**config.mk**
```make
export PLATFORM = sky130hd
export DESIGN_NAME = hours_to_calendar_date
export DESIGN_NICKNAME = d
export VERILOG_FILES = /design/src/rtl/hcd_pkg.sv /design/src/rtl/hcd_civil.sv /design/src/rtl/hours_to_calendar_date.sv
export VERILOG_INCLUDE_DIRS = /design/src /design/src/rtl
export SDC_FILE = /design/constraint.sdc
export NUM_CORES = 2
export LEC_CHECK = 0
export BUFFER_PORTS_ARGS = -buffer_cell sky130_fd_sc_hd__buf_2
export CORE_MARGIN = 5
export CORE_UTILIZATION = 35
export DETAILED_ROUTE_END_ITERATION = 10
export MAX_ROUTING_LAYER = met4
export PLACE_DENSITY = 0.49
export REMOVE_ABC_BUFFERS = 1
export SYNTH_ARGS = -nofsm -noshare
export SYNTH_HDL_FRONTEND = slang
export SYNTH_SLANG_ARGS = --single-unit
```
**constraint.sdc**
```tcl
create_clock -name clk -period 13.45 [get_ports clk]
set_input_delay 0 -clock clk [delete_from_list [all_inputs] [get_ports clk]]
set_output_delay 0 -clock clk [all_outputs]
set_load 0.005 [all_outputs]
```
**src/rtl/hours_to_calendar_date_defines.svh**
```systemverilog
// Assertion macros for the hours-to-calendar-date RTL
`ifndef HOURS_TO_CALENDAR_DATE_DEFINES_SVH
`define HOURS_TO_CALENDAR_DATE_DEFINES_SVH
`ifndef SYNTHESIS
// cons must hold in the same cycle as ante
`define HCD_ASSERT_IMP(label, ante, cons) \
    label: assert property (@(posedge clk) disable iff (!rst_n) (ante) |-> (cons)) \
        else $error("hcd: same-cycle check failed");
// cons must hold in the cycle after ante
`define HCD_ASSERT_NXT(label, ante, cons) \
    label: assert property (@(posedge clk) disable iff (!rst_n) (ante) |=> (cons)) \
        else $error("hcd: next-cycle check failed");
`else
`define HCD_ASSERT_IMP(label, ante, cons)
`define HCD_ASSERT_NXT(label, ante, cons)
`endif
`endif

```
**src/rtl/hcd_pkg.sv**
```systemverilog
// Shared constants and types for the hours-to-calendar-date converter
package hcd_pkg;

    // usable bits of the hour count
    localparam int HOUR_BITS = 24;

    localparam int TH_W    = 24;   // total_hours field
    localparam int YEAR_W  = 14;
    localparam int MONTH_W = 4;
    localparam int DAY_W   = 5;
    localparam int HOUR_W  = 5;

    localparam int DAYS_W  = 20;   // whole days in the hour count
    localparam int DOE_W   = 18;   // day within a 400-year era
    localparam int YOE_W   = 9;    // year within a 400-year era

    localparam logic [TH_W-1:0] HOUR_MASK = (HOUR_BITS >= TH_W) ? {TH_W{1'b1}} :
                                            TH_W'((64'd1 << HOUR_BITS) - 64'd1);

    localparam int ERA_DAYS = 146097;

    // pipeline control into the date back end
    typedef struct packed {
        logic en;
        logic valid;
    } hcd_ctl_t;

    // fields that ride alongside the day count
    typedef struct packed {
        logic [HOUR_W-1:0] hour;
        logic [YEAR_W-1:0] ybase;
    } hcd_side_t;

endpackage

```
**src/rtl/hcd_civil.sv**
```systemverilog
// Era day to year-of-era, month and day: five-stage pipeline
module hcd_civil
    import hcd_pkg::*;
(
    input  logic               clk,
    input  logic               rst_n,
    input  hcd_ctl_t           ctl,
    input  logic [DOE_W-1:0]   doe,
    input  hcd_side_t          side,
    output logic               valid,
    output hcd_side_t          side_out,
    output logic [YOE_W-1:0]   yoe,
    output logic [MONTH_W-1:0] month,
    output logic [DAY_W-1:0]   day,
    output logic               jan_feb
);

    // first day of each month in a year that starts on March 1
    function automatic logic [8:0] month_start(input logic [3:0] mp);
        logic [8:0] r;
        unique case (mp)
            4'd0:    r = 9'd0;
            4'd1:    r = 9'd31;
            4'd2:    r = 9'd61;
            4'd3:    r = 9'd92;
            4'd4:    r = 9'd122;
            4'd5:    r = 9'd153;
            4'd6:    r = 9'd184;
            4'd7:    r = 9'd214;
            4'd8:    r = 9'd245;
            4'd9:    r = 9'd275;
            4'd10:   r = 9'd306;
            4'd11:   r = 9'd337;
            default: r = 9'd0;
        endcase
        return r;
    endfunction

    // C1: leap-day corrected count, doe - doe/1460 + doe/36524 - doe/146096
    logic              c1_valid_reg;
    hcd_side_t         c1_side_reg;
    logic [DOE_W-1:0]  c1_doe_reg;
    logic [DOE_W-1:0]  c1_adj_reg;
    logic [DOE_W-1:0]  c1_adj_next;
    logic [36:0]       c1_prod;
    logic [2:0]        c1_cent;
    logic              c1_last;

    always_comb
    begin
        c1_prod = {19'd0, doe} * 37'd367720;    // /1460
        c1_cent = 3'({2'd0, doe >= 18'd36524} + {2'd0, doe >= 18'd73048} +
                     {2'd0, doe >= 18'd109572} + {2'd0, doe >= 18'd146096});
        c1_last = (doe == 18'd146096);
        c1_adj_next = doe - {10'd0, c1_prod[36:29]} + {15'd0, c1_cent} - {17'd0, c1_last};
    end

    always_ff @(posedge clk or negedge rst_n)
    begin
        if (!rst_n)
        begin
            c1_valid_reg <= 1'b0;
        end
        else if (ctl.en)
        begin
            c1_valid_reg <= ctl.valid;
        end
    end

    always_ff @(posedge clk)
    begin
        if (ctl.en)
        begin
            c1_side_reg <= side;
            c1_doe_reg  <= doe;
            c1_adj_reg  <= c1_adj_next;
        end
    end

    // C2: year of era = adj / 365
    logic              c2_valid_reg;
    hcd_side_t         c2_side_reg;
    logic [DOE_W-1:0]  c2_doe_reg;
    logic [YOE_W-1:0]  c2_yoe_reg;
    logic [YOE_W-1:0]  c2_yoe_next;
    logic [36:0]       c2_prod;

    always_comb
    begin
        c2_prod     = {19'd0, c1_adj_reg} * 37'd367720;
        c2_yoe_next = c2_prod[35:27];
    end

    always_ff @(posedge clk or negedge rst_n)
    begin
        if (!rst_n)
        begin
            c2_valid_reg <= 1'b0;
        end
        else if (ctl.en)
        begin
            c2_valid_reg <= c1_valid_reg;
        end
    end

    always_ff @(posedge clk)
    begin
        if (ctl.en)
        begin
            c2_side_reg <= c1_side_reg;
            c2_doe_reg  <= c1_doe_reg;
            c2_yoe_reg  <= c2_yoe_next;
        end
    end

    // C3: day of the March-based year
    logic              c3_valid_reg;
    hcd_side_t         c3_side_reg;
    logic [YOE_W-1:0]  c3_yoe_reg;
    logic [8:0]        c3_doy_reg;
    logic [8:0]        c3_doy_next;
    logic [15:0]       c3_prod;
    logic [DOE_W-1:0]  c3_ystart;
    logic [DOE_W-1:0]  c3_diff;

    always_comb
    begin
        c3_prod     = {9'd0, c2_yoe_reg[8:2]} * 16'd164;   // /100
        c3_ystart   = {9'd0, c2_yoe_reg} * 18'd365 + {11'd0, c2_yoe_reg[8:2]} -
                      {14'd0, c3_prod[15:12]};
        c3_diff     = c2_doe_reg - c3_ystart;
        c3_doy_next = c3_diff[8:0];
    end

    always_ff @(posedge clk or negedge rst_n)
    begin
        if (!rst_n)
        begin
            c3_valid_reg <= 1'b0;
        end
        else if (ctl.en)
        begin
            c3_valid_reg <= c2_valid_reg;
        end
    end

    always_ff @(posedge clk)
    begin
        if (ctl.en)
        begin
            c3_side_reg <= c2_side_reg;
            c3_yoe_reg  <= c2_yoe_reg;
            c3_doy_reg  <= c3_doy_next;
        end
    end

    // C4: March-based month index = (5*doy + 2) / 153
    logic              c4_valid_reg;
    hcd_side_t         c4_side_reg;
    logic [YOE_W-1:0]  c4_yoe_reg;
    logic [8:0]        c4_doy_reg;
    logic [3:0]        c4_mp_reg;
    logic [3:0]        c4_mp_next;
    logic [10:0]       c4_num;
    logic [22:0]       c4_prod;

    always_comb
    begin
        c4_num     = {2'd0, c3_doy_reg} * 11'd5 + 11'd2;
        c4_prod    = {12'd0, c4_num} * 23'd3427;
        c4_mp_next = c4_prod[22:19];
    end

    always_ff @(posedge clk or negedge rst_n)
    begin
        if (!rst_n)
        begin
            c4_valid_reg <= 1'b0;
        end
        else if (ctl.en)
        begin
            c4_valid_reg <= c3_valid_reg;
        end
    end

    always_ff @(posedge clk)
    begin
        if (ctl.en)
        begin
            c4_side_reg <= c3_side_reg;
            c4_yoe_reg  <= c3_yoe_reg;
            c4_doy_reg  <= c3_doy_reg;
            c4_mp_reg   <= c4_mp_next;
        end
    end

    // C5: calendar month and day
    logic               c5_valid_reg;
    hcd_side_t          c5_side_reg;
    logic [YOE_W-1:0]   c5_yoe_reg;
    logic [MONTH_W-1:0] c5_month_reg;
    logic [MONTH_W-1:0] c5_month_next;
    logic [DAY_W-1:0]   c5_day_reg;
    logic [DAY_W-1:0]   c5_day_next;
    logic               c5_jan_feb_reg;
    logic               c5_jan_feb_next;
    logic [8:0]         c5_dd;

    always_comb
    begin
        c5_dd           = c4_doy_reg - month_start(c4_mp_reg) + 9'd1;
        c5_day_next     = c5_dd[DAY_W-1:0];
        c5_jan_feb_next = (c4_mp_reg >= 4'd10);
        c5_month_next   = c5_jan_feb_next ? (c4_mp_reg - 4'd9) : (c4_mp_reg + 4'd3);
    end

    always_ff @(posedge clk or negedge rst_n)
    begin
        if (!rst_n)
        begin
            c5_valid_reg <= 1'b0;
        end
        else if (ctl.en)
        begin
            c5_valid_reg <= c4_valid_reg;
        end
    end

    always_ff @(posedge clk)
    begin
        if (ctl.en)
        begin
            c5_side_reg    <= c4_side_reg;
            c5_yoe_reg     <= c4_yoe_reg;
            c5_month_reg   <= c5_month_next;
            c5_day_reg     <= c5_day_next;
            c5_jan_feb_reg <= c5_jan_feb_next;
        end
    end

    assign valid    = c5_valid_reg;
    assign side_out = c5_side_reg;
    assign yoe      = c5_yoe_reg;
    assign month    = c5_month_reg;
    assign day      = c5_day_reg;
    assign jan_feb  = c5_jan_feb_reg;

endmodule

```
**src/rtl/hours_to_calendar_date.sv**
```systemverilog
// Hours-to-calendar-date converter: top level with front-end stages and output register
//
// Converts a count of whole hours since midnight on January 1 of base_year into
// the Gregorian year, month, day of month and hour of day, with full 4/100/400
// leap-year rules. The design is an 11-stage pipeline: one item may enter every
// cycle while in_ready is high, and its result passes S1..S5, C1..C5 and then
// the output register, where it is held until taken. All stages move
// together on one enable, which is low only while the output register holds a
// result that has not been taken, so in_ready falls only under back-pressure.
// base_year is written through cfg_wr_en/cfg_wr_data, resets to 2017 and must
// only change while no item is in flight; it travels with each item from entry.
// Only the low HOUR_BITS bits of total_hours are used. The year wraps to 14 bits.
`include "hours_to_calendar_date_defines.svh"

module hours_to_calendar_date
    import hcd_pkg::*;
(
    input  logic               clk,
    input  logic               rst_n,
    input  logic               cfg_wr_en,
    input  logic [YEAR_W-1:0]  cfg_wr_data,
    input  logic               in_valid,
    output logic               in_ready,
    input  logic [TH_W-1:0]    total_hours,
    output logic               out_valid,
    input  logic               out_ready,
    output logic [YEAR_W-1:0]  year,
    output logic [MONTH_W-1:0] month,
    output logic [DAY_W-1:0]   day,
    output logic [HOUR_W-1:0]  hour
);

    logic              pipe_en;
    logic [YEAR_W-1:0] base_year_reg;
    logic              out_valid_reg;

    // whole pipeline advances unless a result sits unclaimed at the output
    assign pipe_en  = !out_valid_reg || out_ready;
    assign in_ready = pipe_en;

    always_ff @(posedge clk or negedge rst_n)
    begin
        if (!rst_n)
        begin
            base_year_reg <= YEAR_W'(2017);
        end
        else if (cfg_wr_en)
        begin
            base_year_reg <= cfg_wr_data;
        end
    end

    // S1: days = h/24 as (h>>3)/3 by reciprocal; base_year/400 likewise
    logic              s1_valid_reg;
    logic [TH_W-1:0]   s1_h_reg;
    logic [TH_W-1:0]   s1_h_next;
    logic [DAYS_W-1:0] s1_days_reg;
    logic [DAYS_W-1:0] s1_days_next;
    logic [YEAR_W-1:0] s1_y_reg;
    logic [5:0]        s1_qy_reg;
    logic [5:0]        s1_qy_next;
    logic [42:0]       s1_prod;
    logic [20:0]       s1_qprod;

    always_comb
    begin
        s1_h_next    = total_hours & HOUR_MASK;
        s1_prod      = {22'd0, s1_h_next[TH_W-1:3]} * 43'd2796203;
        s1_days_next = s1_prod[42:23];
        s1_qprod     = {11'd0, base_year_reg[13:4]} * 21'd1311;   // /25 after >>4
        s1_qy_next   = s1_qprod[20:15];
    end

    always_ff @(posedge clk or negedge rst_n)
    begin
        if (!rst_n)
        begin
            s1_valid_reg <= 1'b0;
        end
        else if (pipe_en)
        begin
            s1_valid_reg <= in_valid;
        end
    end

    always_ff @(posedge clk)
    begin
        if (pipe_en)
        begin
            s1_h_reg    <= s1_h_next;
            s1_days_reg <= s1_days_next;
            s1_y_reg    <= base_year_reg;
            s1_qy_reg   <= s1_qy_next;
        end
    end

    // S2: hour of day from the remainder; base year within its 400-year era
    logic              s2_valid_reg;
    logic [HOUR_W-1:0] s2_hour_reg;
    logic [HOUR_W-1:0] s2_hour_next;
    logic [DAYS_W-1:0] s2_days_reg;
    logic [8:0]        s2_yc_reg;
    logic [8:0]        s2_yc_next;
    logic [5:0]        s2_qy_reg;
    logic [1:0]        s2_rem;
    logic [YEAR_W-1:0] s2_ycw;

    always_comb
    begin
        // (h>>3) - 3*days is 0..2, so two bits carry it
        s2_rem       = s1_h_reg[4:3] - 2'(s1_days_reg[1:0] * 2'd3);
        s2_hour_next = {s2_rem, s1_h_reg[2:0]};
        s2_ycw       = s1_y_reg - ({8'd0, s1_qy_reg} * 14'd400);
        s2_yc_next   = s2_ycw[8:0];
    end

    always_ff @(posedge clk or negedge rst_n)
    begin
        if (!rst_n)
        begin
            s2_valid_reg <= 1'b0;
        end
        else if (pipe_en)
        begin
            s2_valid_reg <= s1_valid_reg;
        end
    end

    always_ff @(posedge clk)
    begin
        if (pipe_en)
        begin
            s2_hour_reg <= s2_hour_next;
            s2_days_reg <= s1_days_reg;
            s2_yc_reg   <= s2_yc_next;
            s2_qy_reg   <= s1_qy_reg;
        end
    end

    // S3: days from era start to base year, split as 365*yc and leap days
    logic              s3_valid_reg;
    logic [HOUR_W-1:0] s3_hour_reg;
    logic [DAYS_W-1:0] s3_days_reg;
    logic [17:0]       s3_y365_reg;
    logic [17:0]       s3_y365_next;
    logic [7:0]        s3_leaps_reg;
    logic [7:0]        s3_leaps_next;
    logic [5:0]        s3_qy_reg;
    logic [9:0]        s3_yc3;
    logic [9:0]        s3_yc99;
    logic [15:0]       s3_prod;

    always_comb
    begin
        // leap years in [0, yc): ceil(yc/4) - ceil(yc/100) + (yc != 0)
        s3_yc3        = {1'b0, s2_yc_reg} + 10'd3;
        s3_yc99       = {1'b0, s2_yc_reg} + 10'd99;
        s3_prod       = {8'd0, s3_yc99[9:2]} * 16'd164;
        s3_leaps_next = s3_yc3[9:2] - {4'd0, s3_prod[15:12]} + {7'd0, |s2_yc_reg};
        s3_y365_next  = {9'd0, s2_yc_reg} * 18'd365;
    end

    always_ff @(posedge clk or negedge rst_n)
    begin
        if (!rst_n)
        begin
            s3_valid_reg <= 1'b0;
        end
        else if (pipe_en)
        begin
            s3_valid_reg <= s2_valid_reg;
        end
    end

    always_ff @(posedge clk)
    begin
        if (pipe_en)
        begin
            s3_hour_reg  <= s2_hour_reg;
            s3_days_reg  <= s2_days_reg;
            s3_y365_reg  <= s3_y365_next;
            s3_leaps_reg <= s3_leaps_next;
            s3_qy_reg    <= s2_qy_reg;
        end
    end

    // S4: day count from March 1 of the era before, so Jan/Feb stay positive
    logic              s4_valid_reg;
    logic [HOUR_W-1:0] s4_hour_reg;
    logic [DAYS_W-1:0] s4_n_reg;
    logic [DAYS_W-1:0] s4_n_next;
    logic [5:0]        s4_qy_reg;

    always_comb
    begin
        s4_n_next = {2'd0, s3_y365_reg} + {12'd0, s3_leaps_reg} + s3_days_reg +
                    DAYS_W'(ERA_DAYS - 60);
    end

    always_ff @(posedge clk or negedge rst_n)
    begin
        if (!rst_n)
        begin
            s4_valid_reg <= 1'b0;
        end
        else if (pipe_en)
        begin
            s4_valid_reg <= s3_valid_reg;
        end
    end

    always_ff @(posedge clk)
    begin
        if (pipe_en)
        begin
            s4_hour_reg <= s3_hour_reg;
            s4_n_reg    <= s4_n_next;
            s4_qy_reg   <= s3_qy_reg;
        end
    end

    // S5: split into era (at most 6) and day of era by parallel compares
    logic              s5_valid_reg;
    hcd_side_t         s5_side_reg;
    hcd_side_t         s5_side_next;
    logic [DOE_W-1:0]  s5_doe_reg;
    logic [DOE_W-1:0]  s5_doe_next;
    logic [2:0]        s5_era;
    logic [DAYS_W:0]   s5_diff;

    always_comb
    begin
        s5_era      = 3'd0;
        s5_doe_next = s4_n_reg[DOE_W-1:0];
        for (int k = 1; k <= 6; k++)
        begin
            s5_diff = {1'b0, s4_n_reg} - (DAYS_W+1)'(k * ERA_DAYS);
            if (!s5_diff[DAYS_W])
            begin
                s5_era      = 3'(k);
                s5_doe_next = s5_diff[DOE_W-1:0];
            end
        end
        s5_side_next.hour  = s4_hour_reg;
        // the offset count starts one era early, hence the minus 400
        s5_side_next.ybase = ({8'd0, s4_qy_reg} + {11'd0, s5_era}) * 14'd400 - 14'd400;
    end

    always_ff @(posedge clk or negedge rst_n)
    begin
        if (!rst_n)
        begin
            s5_valid_reg <= 1'b0;
        end
        else if (pipe_en)
        begin
            s5_valid_reg <= s4_valid_reg;
        end
    end

    always_ff @(posedge clk)
    begin
        if (pipe_en)
        begin
            s5_side_reg <= s5_side_next;
            s5_doe_reg  <= s5_doe_next;
        end
    end

    // C1..C5: year of era, month and day
    hcd_ctl_t           civ_ctl;
    logic               civ_valid;
    hcd_side_t          civ_side;
    logic [YOE_W-1:0]   civ_yoe;
    logic [MONTH_W-1:0] civ_month;
    logic [DAY_W-1:0]   civ_day;
    logic               civ_jan_feb;

    assign civ_ctl.en    = pipe_en;
    assign civ_ctl.valid = s5_valid_reg;

    hcd_civil u_civil (
        .clk      (clk),
        .rst_n    (rst_n),
        .ctl      (civ_ctl),
        .doe      (s5_doe_reg),
        .side     (s5_side_reg),
        .valid    (civ_valid),
        .side_out (civ_side),
        .yoe      (civ_yoe),
        .month    (civ_month),
        .day      (civ_day),
        .jan_feb  (civ_jan_feb)
    );

    // output register; January and February belong to the next March-based year
    logic [YEAR_W-1:0]  year_reg;
    logic [YEAR_W-1:0]  year_next;
    logic [MONTH_W-1:0] month_reg;
    logic [DAY_W-1:0]   day_reg;
    logic [HOUR_W-1:0]  hour_reg;

    assign year_next = civ_side.ybase + {5'd0, civ_yoe} + {13'd0, civ_jan_feb};

    always_ff @(posedge clk or negedge rst_n)
    begin
        if (!rst_n)
        begin
            out_valid_reg <= 1'b0;
        end
        else if (pipe_en)
        begin
            out_valid_reg <= civ_valid;
        end
    end

    always_ff @(posedge clk)
    begin
        if (pipe_en)
        begin
            year_reg  <= year_next;
            month_reg <= civ_month;
            day_reg   <= civ_day;
            hour_reg  <= civ_side.hour;
        end
    end

    assign out_valid = out_valid_reg;
    assign year      = year_reg;
    assign month     = month_reg;
    assign day       = day_reg;
    assign hour      = hour_reg;

    `HCD_ASSERT_IMP(a_month_range, out_valid, (month >= 4'd1) && (month <= 4'd12))
    `HCD_ASSERT_IMP(a_day_hour_range, out_valid, (day >= 5'd1) && (hour <= 5'd23))
    `HCD_ASSERT_IMP(a_ready_when_empty, !out_valid, in_ready)
    `HCD_ASSERT_NXT(a_accept_enters, in_valid && in_ready, s1_valid_reg)

endmodule

```
==> impl_results.md <==
- # rows: 130
- Fin nets: between 5000 and 6000
- Post-synthesis cell area: 43900 um2
- Most area-hungry cell type in the Yosys netlist: edfxtp_1
- Arrival time at the worst endpoint: a little over 10 ns
- HPWL Detailed: between 60000 and 70000 um
- CTS H-tree lvls: 2
- Worst Setup Start Kind: register
- Unrepaired setup endpoints after global routing: no
- Die Width: approximately 360 um
- Total Neg Setup Slack: 0 ns
- Multi-input logic area: approximately 28000 um2
- CTS sink cnt: about 430
- CP Max Fanout: 11
- Area growth syn-to-layout: 10.5%
- Sequential Area: about 13000 um2
- Hold path startpoint: total_hours[23]
- CTS buffer count: between 50 and 60
- Most frequent cells in the layout: ha_1, inv_1, fa_1
- Routed vias/inst: approximately 4.6
- Clk pin slew, worst setup/hold paths: around 0.060 ns
- Overall routing resource usage: between 10% and 20%
- Fin crit period: roughly 9.8 ns
- Leading cell type in the layout, fill and taps excluded: ha_1
- Fill cells: approximately 12000
- Yosys warning count: 0
- CP Class: register to register
- First-pass GRT wire length: ~140000 um
- FMAX: slightly above 0.1 GHz
- DRC errors left: 0
- CP Buf/Inv Count: 7
- Worst skew pair latency: around 0.63 ns
- Post-Synthesis Mean Instance Area: 11.6 um2
- Actual slew at the worst max-slew pin: 1.14 ns
- Slowest stage cell on the critical path: edfxtp_1
- I/O pins: between 70 and 80
- Diode count: 0
- Post-CTS sizing: 0
- Antenna viol nets, final: 0
- Final setup violation count: 0
- Initial antenna violation count: 0
- Drt pass-1 iters: 5
- Core area: approximately 130000 um2
- Syn Inst Count: 3775
- Post-route clock period utilization: 72.9%
- Share of cells above drive strength 1: between 5 and 6%
- Async set-reset flop share out of synthesis: 5.76%
- CTS tree: done
- Most common cell on crit path: fa_1
- Top cells by area, synth: edfxtp_1, ha_1, fa_1
- Via count: between 20000 and 30000
- Status: finished clean
- Number of max-cap violations: 0
- DRT iter0 DRCs: 891
- Max_slew headroom: roughly 24%
- Post-synth EDFFs: ~400
- Die ar.: about 130000 um2
- Worst Path Required: 13.81 ns
- Worst path max stage delay: around 0.73 ns
- Seq/Total Area, Yosys: 29.3%
- Post-synth top area share: between 20 and 30%
- Largest delay share family, worst path: adder cells
- Hold crit path type: input port to register
- CP endpoint kind: register
- Count of cell types in the netlist: around 80
- PortBufs: about 70
- WL final: between 80000 and 90000 um
- Largest net degree at the start of global routing: ~170
- Synth Register Bits: ~430
- Routed length per placed instance: between 10 and 15 um
- Final Hold Viols: 0
- Maximum clock insertion buffer count: 3
- CTS Root Cell: clkbuf_16
- Slew Viols, Final: 0
- Vias in the first global route: 27300
- Critical Path Start: s5_doe_reg[13]
- Post-synth top flop: edfxtp_1
- Final Wtd Congestion: approximately 0.83
- Die height: 364 um
- FF-to-FF Start: s5_doe_reg[13]
- Starting Density: between 30% and 40%
- Clock skew: around 0.045 ns
- Remaining Overflow, GRT: 0
-- Yosys cell counts, types with 22 or more instances --
| library cell | number |
|---|---|
| o21ai_0 | 70 |
| clkbuf_1 | 22 |
| a21o_1 | 46 |
| xnor2_1 | 155 |
| mux2_2 | 24 |
| nor3_1 | 39 |
| xor2_1 | 41 |
| nand2_1 | 88 |
| inv_1 | 864 |
| nand3_1 | 26 |
| a21oi_1 | 117 |
| ha_1 | 926 |
| fa_1 | 463 |
| a31oi_1 | 26 |
| edfxtp_1 | 404 |
| nor2_1 | 121 |
| o21a_1 | 33 |
| nor2b_1 | 24 |
-- tightest hold or removal path, stage by stage --
cell,delay (ns)
buf_2,0.12
fa_1,0.20
xnor2_1,0.10
xnor2_1,0.16
-- metrics by stage --
step / instance area [um2] / std cells / utilization (%) / worst slack, ns / hold slack [ns]
floorplan: 43800 / 3744 / - / 1.17 / -0.296
global placement: 46300 / 5474 / 37.0 / 3.82 / 0.0573
detailed placement: 46300 / 5474 / 37.0 / 3.63 / 0.0536
CTS: 48500 / 5612 / 38.8 / 3.56 / 0.0492
global route: 48500 / 5612 / 38.8 / 3.05 / 0.0728
finish: 48500 / 5612 / 38.8 / 3.64 / 0.105
-- path summary, 6_finish.rpt --
kind,endpoint,slack [ns],depth (start not counted)
max reg2reg,u_civil.c1_adj_reg[16],3.64,34
min,s1_days_reg[19],0.11,4
max in group asynchronous,u_civil.c4_valid_reg,11.53,4
min reg2reg,u_civil.c4_yoe_reg[4],0.40,0
max,u_civil.c1_adj_reg[16],3.64,34
min in group asynchronous,base_year_reg[6],0.53,3
-- area by class of cell --
type                       count  share of cell area (%)
timing repair buffer         119                    1.72
clock buffer                  64                    2.90
multi-input combinational   2444                    57.0
tap                         1650                    4.25
sequential                   434                    26.5
inverter                     866                    6.70
clock inverter                35                   0.877
-- layer usage --
| metal | wire (um) | GRT usage, % | part of all wire (%) | up-vias |
|---|---|---|---|---|
| met5 | 0 | - | 0 | - |
| met4 | 2050 | 3.36 | 2.5 | 0 |
| met3 | 1960 | 1.39 | 2.3 | 98 |
| met2 | 39500 | 22.1 | 47 | 244 |
| met1 | 40100 | 18.0 | 48 | 12500 |
| li1 | - | - | - | 12900 |
-- repair_timing --
item | CTS | global route
buffers inserted | 0 | 0
hold buffers | 39 | 0
endpoints found under the hold margin | 45 | 0
-- cells by family (layout without fill, tap and decap cells) --
| family | Yosys count | in the layout | share of synthesized area, % |
|---|---|---|---|
| simple gates | 383 | 383 | 4.13 |
| buf+inv | 897 | 1084 | 7.71 |
| xor+xnor | 196 | 196 | 3.91 |
| flops | 434 | 434 | 29.3 |
| fa+ha+maj | 1389 | 1389 | 47.5 |
| compound gates | 447 | 447 | 6.73 |
| mux | 29 | 29 | 0.729 |
Power is not shown: default switching activity piles up to over one toggle a cycle in this logic, so the estimate is an artifact.
